[config.mk]
export PLATFORM = sky130hd
export DESIGN_NAME = fta_queue
export DESIGN_NICKNAME = d
export VERILOG_FILES = /design/src/rtl/core/fta_pkg.sv /design/src/rtl/core/fta_queue.sv
export SDC_FILE = /design/constraint.sdc
export NUM_CORES = 1
export LEC_CHECK = 0
export CAP_MARGIN = 20
export CORE_MARGIN = 1
export CORE_UTILIZATION = 38
export CTS_BUF_LIST = sky130_fd_sc_hd__clkbuf_2 sky130_fd_sc_hd__clkbuf_4 sky130_fd_sc_hd__clkbuf_8
export CTS_CLUSTER_DIAMETER = 200
export DETAILED_ROUTE_END_ITERATION = 10
export DONT_BUFFER_PORTS = 1
export SETUP_SLACK_MARGIN = 0.05
export SKIP_LAST_GASP = 1
export SLEW_MARGIN = 10
export SYNTH_ARGS = -nofsm -noshare
export SYNTH_HDL_FRONTEND = slang
export SYNTH_SLANG_ARGS = --single-unit
[constraint.sdc]
create_clock -name clk -period 10.9 [get_ports clk]
set_clock_uncertainty 0.1 [all_clocks]
set_input_delay 2.18 -clock clk [delete_from_list [all_inputs] [get_ports clk]]
set_output_delay 2.18 -clock clk [all_outputs]
set_load 0.03 [all_outputs]
[src/rtl/core/fta_pkg.sv]
// ----------------------------------------------------------------------------
// Flow table package
// Shared types, constants and the TCP phase function of the flow table.
// ----------------------------------------------------------------------------
`default_nettype none

package fta_pkg;

	// Table shape; BUCKETS and WAYS are powers of two (bucket = low hash bits)
	localparam int BUCKETS = 1024;
	localparam int WAYS    = 4;
	localparam int BKT_W   = $clog2(BUCKETS);
	localparam int WAY_W   = $clog2(WAYS);

	localparam int SLOT_W = 12;
	localparam int CNT_W  = 13;
	localparam int TMO_W  = 31;

	localparam logic [TMO_W-1:0] TMO_RESET = 31'd300;

	localparam logic [31:0] FNV_BASIS  = 32'h811C9DC5;
	localparam logic [31:0] FNV_PRIME  = 32'h01000193;
	localparam logic [2:0]  HASH_STEPS = 3'd5;

	localparam logic REQ_PKT   = 1'b0;
	localparam logic REQ_SWEEP = 1'b1;

	typedef logic [1:0]       phase_t;
	typedef logic [WAY_W-1:0] way_t;
	typedef logic [BKT_W-1:0] bkt_t;

	localparam phase_t PH_NONE   = 2'd0;
	localparam phase_t PH_SYN    = 2'd1;
	localparam phase_t PH_EST    = 2'd2;
	localparam phase_t PH_CLOSED = 2'd3;

	// One item on its way from the front to the back
	typedef struct packed {
		logic        req_type;
		logic        has_tcp;
		logic [7:0]  tcp_flags;
		logic [31:0] now_time;
		logic [31:0] src_addr;
		logic [31:0] dst_addr;
		logic [15:0] src_port_num;
		logic [15:0] dst_port_num;
		logic [7:0]  proto_num;
		logic [15:0] pkt_length;
		bkt_t        bucket;
	} item_t;

	// One table entry
	typedef struct packed {
		logic        valid;
		logic [31:0] src_addr;
		logic [31:0] dst_addr;
		logic [31:0] port_pair;
		logic [7:0]  proto;
		logic [31:0] pkts;
		logic [63:0] bytes;
		logic [31:0] seen_time;
		phase_t      phase;
	} entry_t;

	typedef entry_t [WAYS-1:0] row_t;

	typedef struct packed {
		logic [SLOT_W-1:0] slot;
		logic              found_existing;
		logic              bucket_full;
		logic [31:0]       packet_count;
		logic [63:0]       byte_count;
		phase_t            flow_state;
		logic [CNT_W-1:0]  live_count;
		logic [CNT_W-1:0]  removed_count;
	} result_t;

	typedef enum logic [2:0] {
		ST_CLEAR,
		ST_IDLE,
		ST_PKT_RD,
		ST_PKT_CMP,
		ST_PKT_WR,
		ST_SWP_RD,
		ST_SWP_WR
	} st_t;

	// SYN+ACK wins over SYN alone, which wins over FIN or RST
	function automatic phase_t next_phase(phase_t cur, logic [7:0] flags);
		phase_t res;
		if (flags[1] && flags[4]) res = PH_EST;
		else if (flags[1]) res = PH_SYN;
		else if (flags[0] || flags[2]) res = PH_CLOSED;
		else res = cur;
		return res;
	endfunction

endpackage

`default_nettype wire

[src/rtl/core/fta_queue.sv]
// ----------------------------------------------------------------------------
// Flow table queue
// Two-entry queue between the front and the back.
// ----------------------------------------------------------------------------
`default_nettype none

module fta_queue (
	input  wire logic           clk,
	input  wire logic           arst_n,
	input  wire logic           push_valid,
	output logic                push_ready,
	input  wire fta_pkg::item_t push_item,
	output logic                pop_valid,
	input  wire logic           pop,
	output fta_pkg::item_t      pop_item
);

	fta_pkg::item_t slot_q [2];
	logic           wr_ptr_q;
	logic           rd_ptr_q;
	logic [1:0]     count_q;
	logic           do_push;
	logic           do_pop;

	assign push_ready = (count_q != 2'd2);
	assign pop_valid  = (count_q != 2'd0);
	assign pop_item   = slot_q[rd_ptr_q];
	assign do_push    = push_valid && push_ready;
	assign do_pop     = pop && pop_valid;

	always_ff @(posedge clk) begin
		if (do_push) slot_q[wr_ptr_q] <= push_item;
	end

	always_ff @(posedge clk or negedge arst_n) begin
		if (!arst_n) begin
			wr_ptr_q <= 1'b0;
			rd_ptr_q <= 1'b0;
			count_q  <= 2'd0;
		end else begin
			if (do_push) wr_ptr_q <= !wr_ptr_q;
			if (do_pop)  rd_ptr_q <= !rd_ptr_q;
			if (do_push && !do_pop)      count_q <= count_q + 2'd1;
			else if (do_pop && !do_push) count_q <= count_q - 2'd1;
		end
	end

endmodule

`default_nettype wire

* Word-level counts from Yosys, hierarchy flattened
Memory sizes are Yosys's and may differ from the RTL's. Index checks and enable logic that the tools add are counted.
Word-level totals: flip-flop bits (word level) 4, bits in latches 0, memory bits (writable) 344, bits in read-only memories 0, bits of input ports 176, output and inout bits 174, word-level logic and storage cells 21, memories 1
Operators by class: $add $sub $neg 2, multiply operators 0, div/mod/pow operators 0, $lt $le $gt $ge 0, eq/ne operators 1, shifts and indexed selects 0, multiplexer cells 4, bitwise operators 0, reductions and logical operators 10
Memories:
- slot_q | depth 2, bits a word 172, rd ports 1, clocked after memory_dff 0, write ports 1, RTL line fta_queue.sv:18 | fta_pkg::item_t slot_q [2];
Operators with widths (number):
- $logic_and 1x1->1 | 4
- $logic_not 1->1 | 4
- $mux 2 | 2
- $reduce_bool 2->1 | 2
- $add 2x1->2 const B | 1
- $mux 1 | 2
- $ne 2x2->1 const B | 1
- $sub 2x1->2 const B | 1

* Depth between registers and ports, before layout
word-level depth 6, mapped depth 7

* Least setup slack after synthesis
No wires, ideal clock.
path kind input to register, start input push_valid, end memory slot_q[0][0] (netlist bit), enable pin, setup time 707 ps, arrival time 9416 ps, required time 10093 ps, slack 677 ps, stages on the path 2, path buffers 0, cell sequence nand2_1 -> nor2_1
Between the ends: longest elaborated chain between the ends 3
Ends and longest elaborated chain:
- from (decl) | RTL line fta_queue.sv:10 | input wire logic push_valid,
- $logic_and 1x1->1 | RTL line fta_queue.sv:28 | assign do_push = push_valid && push_ready;
- $mux 1 | RTL line fta_queue.sv:32 | if (do_push) slot_q[wr_ptr_q] <= push_item;
- $mux 1 (not written as such) | RTL line fta_queue.sv:32
- to (decl) | RTL line fta_queue.sv:18
No other way between the ends.

==> impl_metrics.env <==
export IMPL_status="complete, no violations"
export IMPL_worst_ep_required_time_ns=8.62
export IMPL_drt_wl_total_um=23500
export IMPL_cp_start_kind="flop"
export IMPL_drive_gt1_frac=0.407
export IMPL_fillerInstances=2817
export IMPL_ant_nets=0
export IMPL_cts_made_buffers=55
export IMPL_dieArea_mm2=0.0342
export IMPL_max_freq_ghz=0.193
export IMPL_cts_clk_slew_worst_paths_ns=0.06
export IMPL_antenna_found_initial=0
export IMPL_yosysTopAreaCell="edfxtp_1"
export IMPL_ys_warn_count=0
export IMPL_hpwl_um=15700
export IMPL_end_kind="output pin"
export IMPL_post_dp_cell_area_mm2=0.0131
export IMPL_syn_num_nets=730
export IMPL_cts_root_buf="clkbuf_8"
export IMPL_yosysSeqAreaShare=0.821
export IMPL_drc=0
export IMPL_p_leak_nw=4.54
export IMPL_grt_setup_unrepaired="no"
export IMPL_num_rows=66
export IMPL_ys_ff_latch=348
export IMPL_io_pins=350
export IMPL_wl_per_cell_um=21.6
export IMPL_initial_core_util=0.389
export IMPL_clk_latency_ns=0.57
export IMPL_powerDensity_mw_per_mm2=307
export IMPL_postCtsSetupBuffers=0
export IMPL_post_route_period_util=0.475
export IMPL_dieWidth_um=185
export IMPL_grt_pass1_wl_um=32900
export IMPL_syn_area_per_cell_um2=23.0
export IMPL_synthTopCellsByArea="edfxtp_1, mux2_2, clkbuf_8"
export IMPL_drv_cap=0
export IMPL_cts_tree="yes"
export IMPL_coreArea_mm2=0.0327
export IMPL_grt_max_degree=84
export IMPL_gp_congestion=0.782
export IMPL_grt_use_total=0.129
export IMPL_cts_resized_gates=0
export IMPL_htreeDepth=2
export IMPL_utilization=0.433
export IMPL_drt_pre_antenna_iters=4
export IMPL_synthToLayoutAreaGrowth_pct=11.3
export IMPL_syn_area_mm2=0.0127
export IMPL_fin_tns_setup_ns=0
export IMPL_drtIter0Drc=248
export IMPL_cts_sinks=348
export IMPL_worstPathMaxFanout=83
export IMPL_period_minus_slack_ns=5.18
export IMPL_relSlewSlack=0.286
export IMPL_worst_slew_pin_slew_ns=1.07
export IMPL_grt_pass1_vias=5574
export IMPL_setup_viol=0
export IMPL_placement_io_buffers=0
export IMPL_grt_ovfl_total=0
export IMPL_syn_inst=553
export IMPL_hold_buffers=0
export IMPL_yosys_area_top_type_share=0.813
export IMPL_crit_type="reg2out"
export IMPL_crit_arrival_ns=2.90
export IMPL_cts_buffer_depth=3
export IMPL_ir_drop_uv=182
export IMPL_synth_cell_types=14
export IMPL_hold_path_class="reg2reg"
export IMPL_via_count=5201
export IMPL_fin_area_mm2=0.0141
export IMPL_hold_violations=0
export IMPL_die_h_um=185
export IMPL_slew_violations=0
export IMPL_final_nets=774
export IMPL_n_antenna_cell=0
export IMPL_via_per_inst=4.79
worst paths after layout:
path                                  from  slack, ns             to  cells after the start
worst max-delay path              rd_ptr_q       5.72  pop_item[161]                      2
worst min-delay path            count_q[1]       0.41     count_q[1]                      1
worst max register to register  count_q[0]       7.66  slot_q[0][18]                      4
worst min register to register  count_q[1]       0.41     count_q[1]                      1
max in group asynchronous           arst_n       9.43       rd_ptr_q                      0
min in group asynchronous           arst_n       1.19       rd_ptr_q                      0
layer usage:
metal,up-vias,wire length [um],track usage
met5,-,0,0
met4,0,694,0.0608
met3,52,3660,0.0834
met2,305,11600,0.217
met1,2539,7470,0.122
li1,2305,-,-
synthesized netlist by cell type, drive strengths merged:
| cell | number |
|---|---|
| xnor2 | 3 |
| nor2 | 2 |
| or2 | 1 |
| dfrtp | 4 |
| nand2b | 1 |
| ha | 1 |
| inv | 1 |
| mux2 | 172 |
| and3 | 1 |
| xor2 | 2 |
| nand2 | 2 |
| edfxtp | 344 |
| buf | 6 |
| clkbuf | 13 |
critical path, stage by stage, from the launching register on:
cell     delay [ns]
dfrtp_4        0.79
buf_4          0.84
mux2_2         0.52
cell families (layout without fill, tap and decap cells):
group                    after synthesis  in the layout  synth area share
flip-flops                           348            348             0.821
multiplexers                         172            172             0.152
buffers and inverters                 20            110            0.0197
AND/OR/NAND/NOR                        7              7           0.00266
XOR/XNOR                               5              5           0.00345
adder cells (fa/ha/maj)                1              1          0.000984
sequential cells by signal (all words and copies together), names as in the netlist:
signal / count
rd_ptr_q: 1
wr_ptr_q: 1
count_q: 2
slot_q: 344
placed cells by master (no fill, tap or decap):
master	instances
clkinv_2	6
dfrtp_4	1
xnor2_1	3
clkinv_1	23
clkbuf_4	10
nor2_4	1
nand2b_1	1
dfrtp_1	3
buf_4	6
inv_1	1
ha_1	1
clkbuf_8	56
clkinvlp_4	5
inv_6	1
nor2_1	1
bufinv_16	2
or2_2	1
xor2_1	2
nand2_1	2
edfxtp_1	344
mux2_2	172
and3_4	1
report_power, final:
part / internal [mW] / total, mW / switching [mW] / leakage (nW)
Combinational: 0.351 / 1.36 / 1.01 / 0.755
Clock: 0.563 / 1.04 / 0.482 / 0.542
Sequential: 1.84 / 1.94 / 0.102 / 3.24
Total: 2.75 / 4.34 / 1.59 / 4.54
per-stage QoR:
step	instances	hold slack, ns	power [mW]	worst slack [ns]
2_1_floorplan	553	0.356	3.27	0.677
3_3_place_gp	982	0.377	3.30	6.46
3_5_place_dp	982	0.397	3.34	6.33
4_1_cts	1085	0.405	4.40	5.67
5_1_grt	1085	0.427	4.52	5.55
6_report	1085	0.407	4.34	5.72
area by class of cell:
type	instances	area, um^2	area share
clock inverters	37	223	0.0157
inverters	1	3.75	0.000265
multi-input cells	185	2040	0.144
well taps	442	553	0.0391
flip-flops and latches	348	10400	0.738
repair buffers	6	45.0	0.00318
clock buffers	66	846	0.0598
(Power assumes the default switching activity.)
