--- src/rtl/core/fta_pkg.sv ---
// ----------------------------------------------------------------------------
// Flow table package
// Shared types, constants and the TCP phase function of the flow table.
// ----------------------------------------------------------------------------
`default_nettype none

package fta_pkg;

	// Table shape; BUCKETS and WAYS are powers of two (bucket = low hash bits)
	localparam int BUCKETS = 1024;
	localparam int WAYS    = 4;
	localparam int BKT_W   = $clog2(BUCKETS);
	localparam int WAY_W   = $clog2(WAYS);

	localparam int SLOT_W = 12;
	localparam int CNT_W  = 13;
	localparam int TMO_W  = 31;

	localparam logic [TMO_W-1:0] TMO_RESET = 31'd300;

	localparam logic [31:0] FNV_BASIS  = 32'h811C9DC5;
	localparam logic [31:0] FNV_PRIME  = 32'h01000193;
	localparam logic [2:0]  HASH_STEPS = 3'd5;

	localparam logic REQ_PKT   = 1'b0;
	localparam logic REQ_SWEEP = 1'b1;

	typedef logic [1:0]       phase_t;
	typedef logic [WAY_W-1:0] way_t;
	typedef logic [BKT_W-1:0] bkt_t;

	localparam phase_t PH_NONE   = 2'd0;
	localparam phase_t PH_SYN    = 2'd1;
	localparam phase_t PH_EST    = 2'd2;
	localparam phase_t PH_CLOSED = 2'd3;

	// One item on its way from the front to the back
	typedef struct packed {
		logic        req_type;
		logic        has_tcp;
		logic [7:0]  tcp_flags;
		logic [31:0] now_time;
		logic [31:0] src_addr;
		logic [31:0] dst_addr;
		logic [15:0] src_port_num;
		logic [15:0] dst_port_num;
		logic [7:0]  proto_num;
		logic [15:0] pkt_length;
		bkt_t        bucket;
	} item_t;

	// One table entry
	typedef struct packed {
		logic        valid;
		logic [31:0] src_addr;
		logic [31:0] dst_addr;
		logic [31:0] port_pair;
		logic [7:0]  proto;
		logic [31:0] pkts;
		logic [63:0] bytes;
		logic [31:0] seen_time;
		phase_t      phase;
	} entry_t;

	typedef entry_t [WAYS-1:0] row_t;

	typedef struct packed {
		logic [SLOT_W-1:0] slot;
		logic              found_existing;
		logic              bucket_full;
		logic [31:0]       packet_count;
		logic [63:0]       byte_count;
		phase_t            flow_state;
		logic [CNT_W-1:0]  live_count;
		logic [CNT_W-1:0]  removed_count;
	} result_t;

	typedef enum logic [2:0] {
		ST_CLEAR,
		ST_IDLE,
		ST_PKT_RD,
		ST_PKT_CMP,
		ST_PKT_WR,
		ST_SWP_RD,
		ST_SWP_WR
	} st_t;

	// SYN+ACK wins over SYN alone, which wins over FIN or RST
	function automatic phase_t next_phase(phase_t cur, logic [7:0] flags);
		phase_t res;
		if (flags[1] && flags[4]) res = PH_EST;
		else if (flags[1]) res = PH_SYN;
		else if (flags[0] || flags[2]) res = PH_CLOSED;
		else res = cur;
		return res;
	endfunction

endpackage

`default_nettype wire

--- src/rtl/core/fta_front.sv ---
// ----------------------------------------------------------------------------
// Flow table front
// Accepts items and hashes the five-tuple, one FNV-1a word per cycle.
// ----------------------------------------------------------------------------
`default_nettype none

module fta_front (
	input  wire logic          clk,
	input  wire logic          arst_n,
	input  wire logic          clearing,
	input  wire logic          in_valid,
	output logic               in_ready,
	input  wire fta_pkg::item_t in_item,
	output logic               push_valid,
	input  wire logic          push_ready,
	output fta_pkg::item_t     push_item
);

	fta_pkg::item_t item_q;
	logic           busy_q;
	logic [2:0]     step_q;
	logic [31:0]    h_q;
	logic [31:0]    word;
	logic [31:0]    mix;
	logic [31:0]    h_nx;

	always_comb begin
		case (step_q)
			3'd0:    word = item_q.src_addr;
			3'd1:    word = item_q.dst_addr;
			3'd2:    word = {16'b0, item_q.src_port_num};
			3'd3:    word = {16'b0, item_q.dst_port_num};
			default: word = {24'b0, item_q.proto_num};
		endcase
		mix  = h_q ^ word;
		h_nx = mix * fta_pkg::FNV_PRIME;
	end

	assign in_ready   = !busy_q && !clearing;
	assign push_valid = busy_q && (step_q == fta_pkg::HASH_STEPS);

	always_comb begin
		push_item        = item_q;
		push_item.bucket = h_q[fta_pkg::BKT_W-1:0];
	end

	always_ff @(posedge clk or negedge arst_n) begin
		if (!arst_n) begin
			busy_q <= 1'b0;
			step_q <= 3'd0;
			h_q    <= fta_pkg::FNV_BASIS;
			item_q <= '0;
		end else begin
			if (in_valid && in_ready) begin
				busy_q <= 1'b1;
				item_q <= in_item;
				h_q    <= fta_pkg::FNV_BASIS;
				// sweeps skip the hash
				step_q <= (in_item.req_type == fta_pkg::REQ_SWEEP) ? fta_pkg::HASH_STEPS : 3'd0;
			end else if (busy_q && step_q != fta_pkg::HASH_STEPS) begin
				h_q    <= h_nx;
				step_q <= step_q + 3'd1;
			end else if (push_valid && push_ready) begin
				busy_q <= 1'b0;
			end
		end
	end

endmodule

`default_nettype wire

--- config.mk ---
export PLATFORM = sky130hd
export DESIGN_NAME = fta_front
export DESIGN_NICKNAME = d
export VERILOG_FILES = /design/src/rtl/core/fta_pkg.sv /design/src/rtl/core/fta_front.sv
export SDC_FILE = /design/constraint.sdc
export NUM_CORES = 1
export LEC_CHECK = 0
export ABC_AREA = 1
export BUFFER_PORTS_ARGS = -buffer_cell sky130_fd_sc_hd__buf_4
export CAP_MARGIN = 20
export CORE_AREA = 2 2 135 137
export DETAILED_ROUTE_END_ITERATION = 12
export DIE_AREA = 0 0 137 139
export PLACE_DENSITY_LB_ADDON = 0.05
export SYNTH_ARGS = -nofsm -noshare
export SYNTH_HDL_FRONTEND = slang
export SYNTH_SLANG_ARGS = --single-unit
export TNS_END_PERCENT = 100
--- constraint.sdc ---
create_clock -name clk -period 13.9 [get_ports clk]
set_clock_uncertainty 0.05 [all_clocks]
set_input_delay 0 -clock clk [delete_from_list [all_inputs] [get_ports clk]]
set_output_delay 0 -clock clk [all_outputs]
set_load 0.05 [all_outputs]
Word-level counts from Yosys, hierarchy flattened
Cells that the tools add are included.
Storage, ports and cells
  bits in registers: 198
  input bits: 177
  output and inout bits: 174
  word-level logic and storage cells: 42
Operators by class
  add/sub/neg operators: 1
  $mul: 1
  equality and inequality tests: 6
  multiplexer cells: 9
  bitwise logic cells: 1
  reductions and logical operators: 11
Operator list (number)
  $pmux 32 s4: 1
  $mux 32: 2
  $mul 32x25->32 const B: 1
  $xor 32x32->32: 1
  $mux 3: 3
  $eq 3x2->1 const B: 2
  $logic_and 1x1->1: 5
  $reduce_bool 2->1: 2
  $add 3x1->3 const B: 1
  $eq 3x1->1 const B: 1
  $eq 3x3->1 const B: 1
  $logic_not 3->1: 1
  $mux 1: 3
  $ne 3x3->1 const B: 1
  $logic_not 1->1: 2
  $ne 2x2->1 const B: 1
  $reduce_and 2->1: 1

Depth between registers and ports, before layout
  depth in word-level cells: 6
  mapped depth: 30
  depth with buffers taken out: 29

Least setup slack after synthesis
No wires, ideal clock.
  path kind: register to register
  start point: register step_q[2]
  end point: register h_q[9]
  library setup time: 0.118 ns
  arrival: 4.480 ns
  required time: 13.732 ns
  path slack: 9.252 ns
  stages on the path, launching flop included: 25
  path buffers: 2
  clock period less this slack: 4.648 ns
  path through: dfrtp_1 > inv_1 > buf_2 > ha_1 > clkbuf_1 > a22o_1 > a221oi_1 > nand2_1 > xor2_1 > ha_1 > ha_1 > ha_1 > ha_1 > inv_1 > fa_1 > inv_1 > ha_1 > a21oi_1 > o21ai_0 > a21oi_1 > nand3_1 > nand2_1 > nand3_1 > nand3_1 > nand2_1
On the way
  longest elaborated chain between the ends: 6
  elaborated cells between the ends (all ways): 12
  classes of those cells: mul: 1; eq/ne: 4; mux: 3; bitwise: 1; reduce/logical: 3
Ends and longest elaborated chain
  start, declared: RTL line fta_front.sv:21  | logic [2:0] step_q;
  start signal, assigned: RTL line fta_front.sv:59  | step_q <= (in_item.req_type == fta_pkg::REQ_SWEEP) ? fta_pkg::HASH_STEPS : 3'd0;
  start signal, assigned: RTL line fta_front.sv:62  | step_q <= step_q + 3'd1;
  $eq 3x2->1 (tied with other cells): RTL line fta_front.sv:28  | case (step_q)
  $pmux 32 s4: RTL line fta_front.sv:28
  $xor 32x32->32: RTL line fta_front.sv:35  | mix = h_q ^ word;
  $mul 32x25->32: RTL line fta_front.sv:36  | h_nx = mix * fta_pkg::FNV_PRIME;
  $mux 32: RTL line fta_front.sv:60  | end else if (busy_q && step_q != fta_pkg::HASH_STEPS) begin
  $mux 32: RTL line fta_front.sv:54  | if (in_valid && in_ready) begin
  end signal, assigned: RTL line fta_front.sv:51  | h_q <= fta_pkg::FNV_BASIS;
  end signal, assigned: RTL line fta_front.sv:57  | h_q <= fta_pkg::FNV_BASIS;
  end signal, assigned: RTL line fta_front.sv:61  | h_q <= h_nx;
  end, declared: RTL line fta_front.sv:22  | logic [31:0] h_q;
Parallel ways exist; a longest one is shown, timed or not. The select of a mux whose other input is x is not followed.
A chain may end at the register's enable or synchronous reset.

Worst setup path in the final report
Same ends and word-level chain as after synthesis.

==> impl_metrics.py <==
metrics = {
    "outcome": {
        "status": "complete, no violations",
    },
    "logic_synthesis": {
        "post-synth-top-area-cell": "dfrtp_1",
        "synth_most_common_cell": "nand2_1",
        "synth_flop_cell": "dfrtp_1",
        "synth.avg_cell_area_um2": 8.37,
        "syn_inst": 958,
        "synth_area_um2": 8020,
        "async_flop_share_pct": 100,
        "synth_fp_nets": 1174,
        "synth_cell_types": 36,
        "synth_top_area_share_pct": 53.4,
        "synth_area_leaders": "dfrtp_1 53%, nand2_1 26%, ha_1 5.6%",
        "ys_ff_latch": 176,
        "ys_warn_count": 0,
        "synth-edff-count": 0,
        "synth_common_cells": "562 x nand2_1, 171 x dfrtp_1, 41 x inv_1",
        "yosysSeqAreaShare_pct": 55.0,
    },
    "critical_path": {
        "endpoint_kind": "register",
        "max_stage_delay_ps": 530,
        "cp_max_fo": 13,
        "start_kind": "register",
        "arrival_ps": 5600,
        "worst_ep_required_time_ps": 14180,
        "path_class": "register to register",
        "slowest_stage": "fa_1",
        "crit_path_frequent_cell": "ha_1",
    },
    "detailed_routing": {
        "via_count": 8054,
        "drc": 0,
        "viasPerCell": 4.78,
        "totalWireLength_um": 26600,
        "dr.first_iter.drc_count": 471,
        "ant_nets": 0,
        "drtPass1Iterations": 5,
        "wl_per_cell_um": 15.8,
    },
    "placement": {
        "io_buffer_count": 340,
        "gp_congestion": 0.856,
        "place.detailed.hpwl_um": 17500,
    },
    "grt": {
        "antenna_found_initial": 0,
        "track_usage_pct": 28.2,
        "grt_max_degree": 104,
        "grt_pass1_vias": 8206,
        "grt_pass1_wl_um": 41900,
        "gr-total-overflow": 0,
    },
    "timing": {
        "finalSetupViolations": 0,
        "slew_viol_final": 0,
        "slew_headroom_pct": 33.5,
        "timing.fmax_mhz": 188,
        "finalHoldViolations": 0,
        "worst_slew_pin_slew_ps": 998,
        "setup_tns_ps": 0,
        "holdWs_ps": 204,
        "fin_crit_ps": 5330,
        "grt_setup_unrepaired": "no",
        "period_share_pct": 38.3,
    },
    "floorplanning": {
        "coreArea_um2": 17700,
        "die_w_um": 137,
        "die_h_um": 139,
        "start_util_pct": 45.4,
        "num_rows": 49,
        "die_area_um2": 19000,
        "ios": 351,
    },
    "clock_tree": {
        "clk_path_buf_depth": 2,
        "clk_pin_slew_worst_paths_ps": 70,
        "cts_tree": "yes",
        "cts_made_buffers": 17,
        "clk_latency_ps": 430,
        "htreeDepth": 4,
        "cts.sinks": 176,
        "cts_root_buf": "clkbuf_16",
    },
    "finish": {
        "syn_to_final_growth_pct": 61.7,
        "drive_gt1_share_pct": 27.4,
        "final_net_count": 1661,
        "antenna_cells": 0,
    },
    "run": {
        "maxCapViolations": 0,
    },
    "hold_path": {
        "hp-class": "input pin to asynchronous set/reset pin",
    },
}
final cells by class:
class,instances,area [µm²]
sequential,176,4410
clock inverter,10,129
inverter,43,164
timing repair buffer,507,4220
clock buffer,20,467
multi-input combinational,700,3290
tap,229,287
fill,1309,4690
flip-flops by register name, summed over array words and instances (netlist names):
name	count
push_item	162
h_q	10
step_q	3
busy_q	1
stage by stage:
stage	instances	util, %	setup WS, ps	area (µm²)
5_1_grt	1685	73.4	8110	13000
6_report	1685	73.4	8570	13000
3_5_place_dp	1491	60.8	8580	10700
2_1_floorplan	958	-	9250	8020
3_3_place_gp	1491	60.8	8610	10700
4_1_cts	1685	73.4	8540	13000
worst max-delay path: cells and delay by family, from the launching register on:
kind                       cells  cell delay, ps
buffers and inverters          4             450
AOI/OAI and AO/OA              5             730
and+or+nand+nor                8             860
adders and majority gates      7            2490
xor gates and xnor gates       1             210
DFF                            1             440
path summary, 6_finish.rpt:
check | cells past startpoint | end | slack, ps | startpoint
min | 2 | push_item[45]$_DFFE_PN0P_ | 200 | arst_n
min in group clk | 4 | push_item[142]$_DFFE_PN0P_ | 250 | in_item[142]
max reg2reg | 25 | h_q[9]$_DFFE_PN0P_ | 8570 | step_q[2]$_DFFE_PN0P_
max | 25 | h_q[9]$_DFFE_PN0P_ | 8570 | step_q[2]$_DFFE_PN0P_
min reg2reg | 2 | push_item[143]$_DFFE_PN0P_ | 430 | push_item[143]$_DFFE_PN0P_
max in group asynchronous | 3 | step_q[1]$_DFFE_PN0P_ | 12050 | arst_n
layout by cell type (no fill, tap or decap), types with 2 or more instances in the layout:
cell	n
nand2_2	3
dfrtp_1	171
dfstp_2	5
dlygate4sd3_1	164
clkbuf_16	17
nor2_2	4
clkinvlp_4	3
nand2_4	2
o22ai_1	5
a22o_1	3
clkbuf_8	3
xnor2_1	6
inv_1	41
nand4_1	3
inv_6	2
fa_1	3
xor2_1	5
bufinv_16	2
a21oi_1	9
nand2_1	561
xor2_2	3
nand3_1	24
nor2_1	10
clkinv_4	2
o21ai_2	3
o21ai_0	8
ha_1	36
nand3b_1	2
buf_4	342
what timing repair did:
action / CTS / global route
endpoints found under the setup margin: 0 / 0
hold buffers: 164 / 0
setup buffers: 0 / 0
hold endpoints to repair: 264 / 0
resized for setup: 0 / 0
routing by layer:
metal  up-vias  global-route usage [%]  wire (µm)
met4         0                    11.1        882
li1       3917                       -          -
met3        54                    6.91       1640
met5         -                       0          0
met2       269                    48.4      13400
met1      3814                    33.9      10600
cells by family (layout without fill, tap and decap cells):
family	Yosys count	in the layout	share of synthesized area [%]
xor gates and xnor gates	15	15	2.01
and+or+nand+nor	611	611	29.6
buffers and inverters	82	580	4.06
AOI/OAI and AO/OA	35	35	2.92
DFF	176	176	55.0
adders and majority gates	39	39	6.37
Power is left out: the tool's default activity adds up to more than one toggle a clock period on the data nets, which glitch-free logic cannot reach.
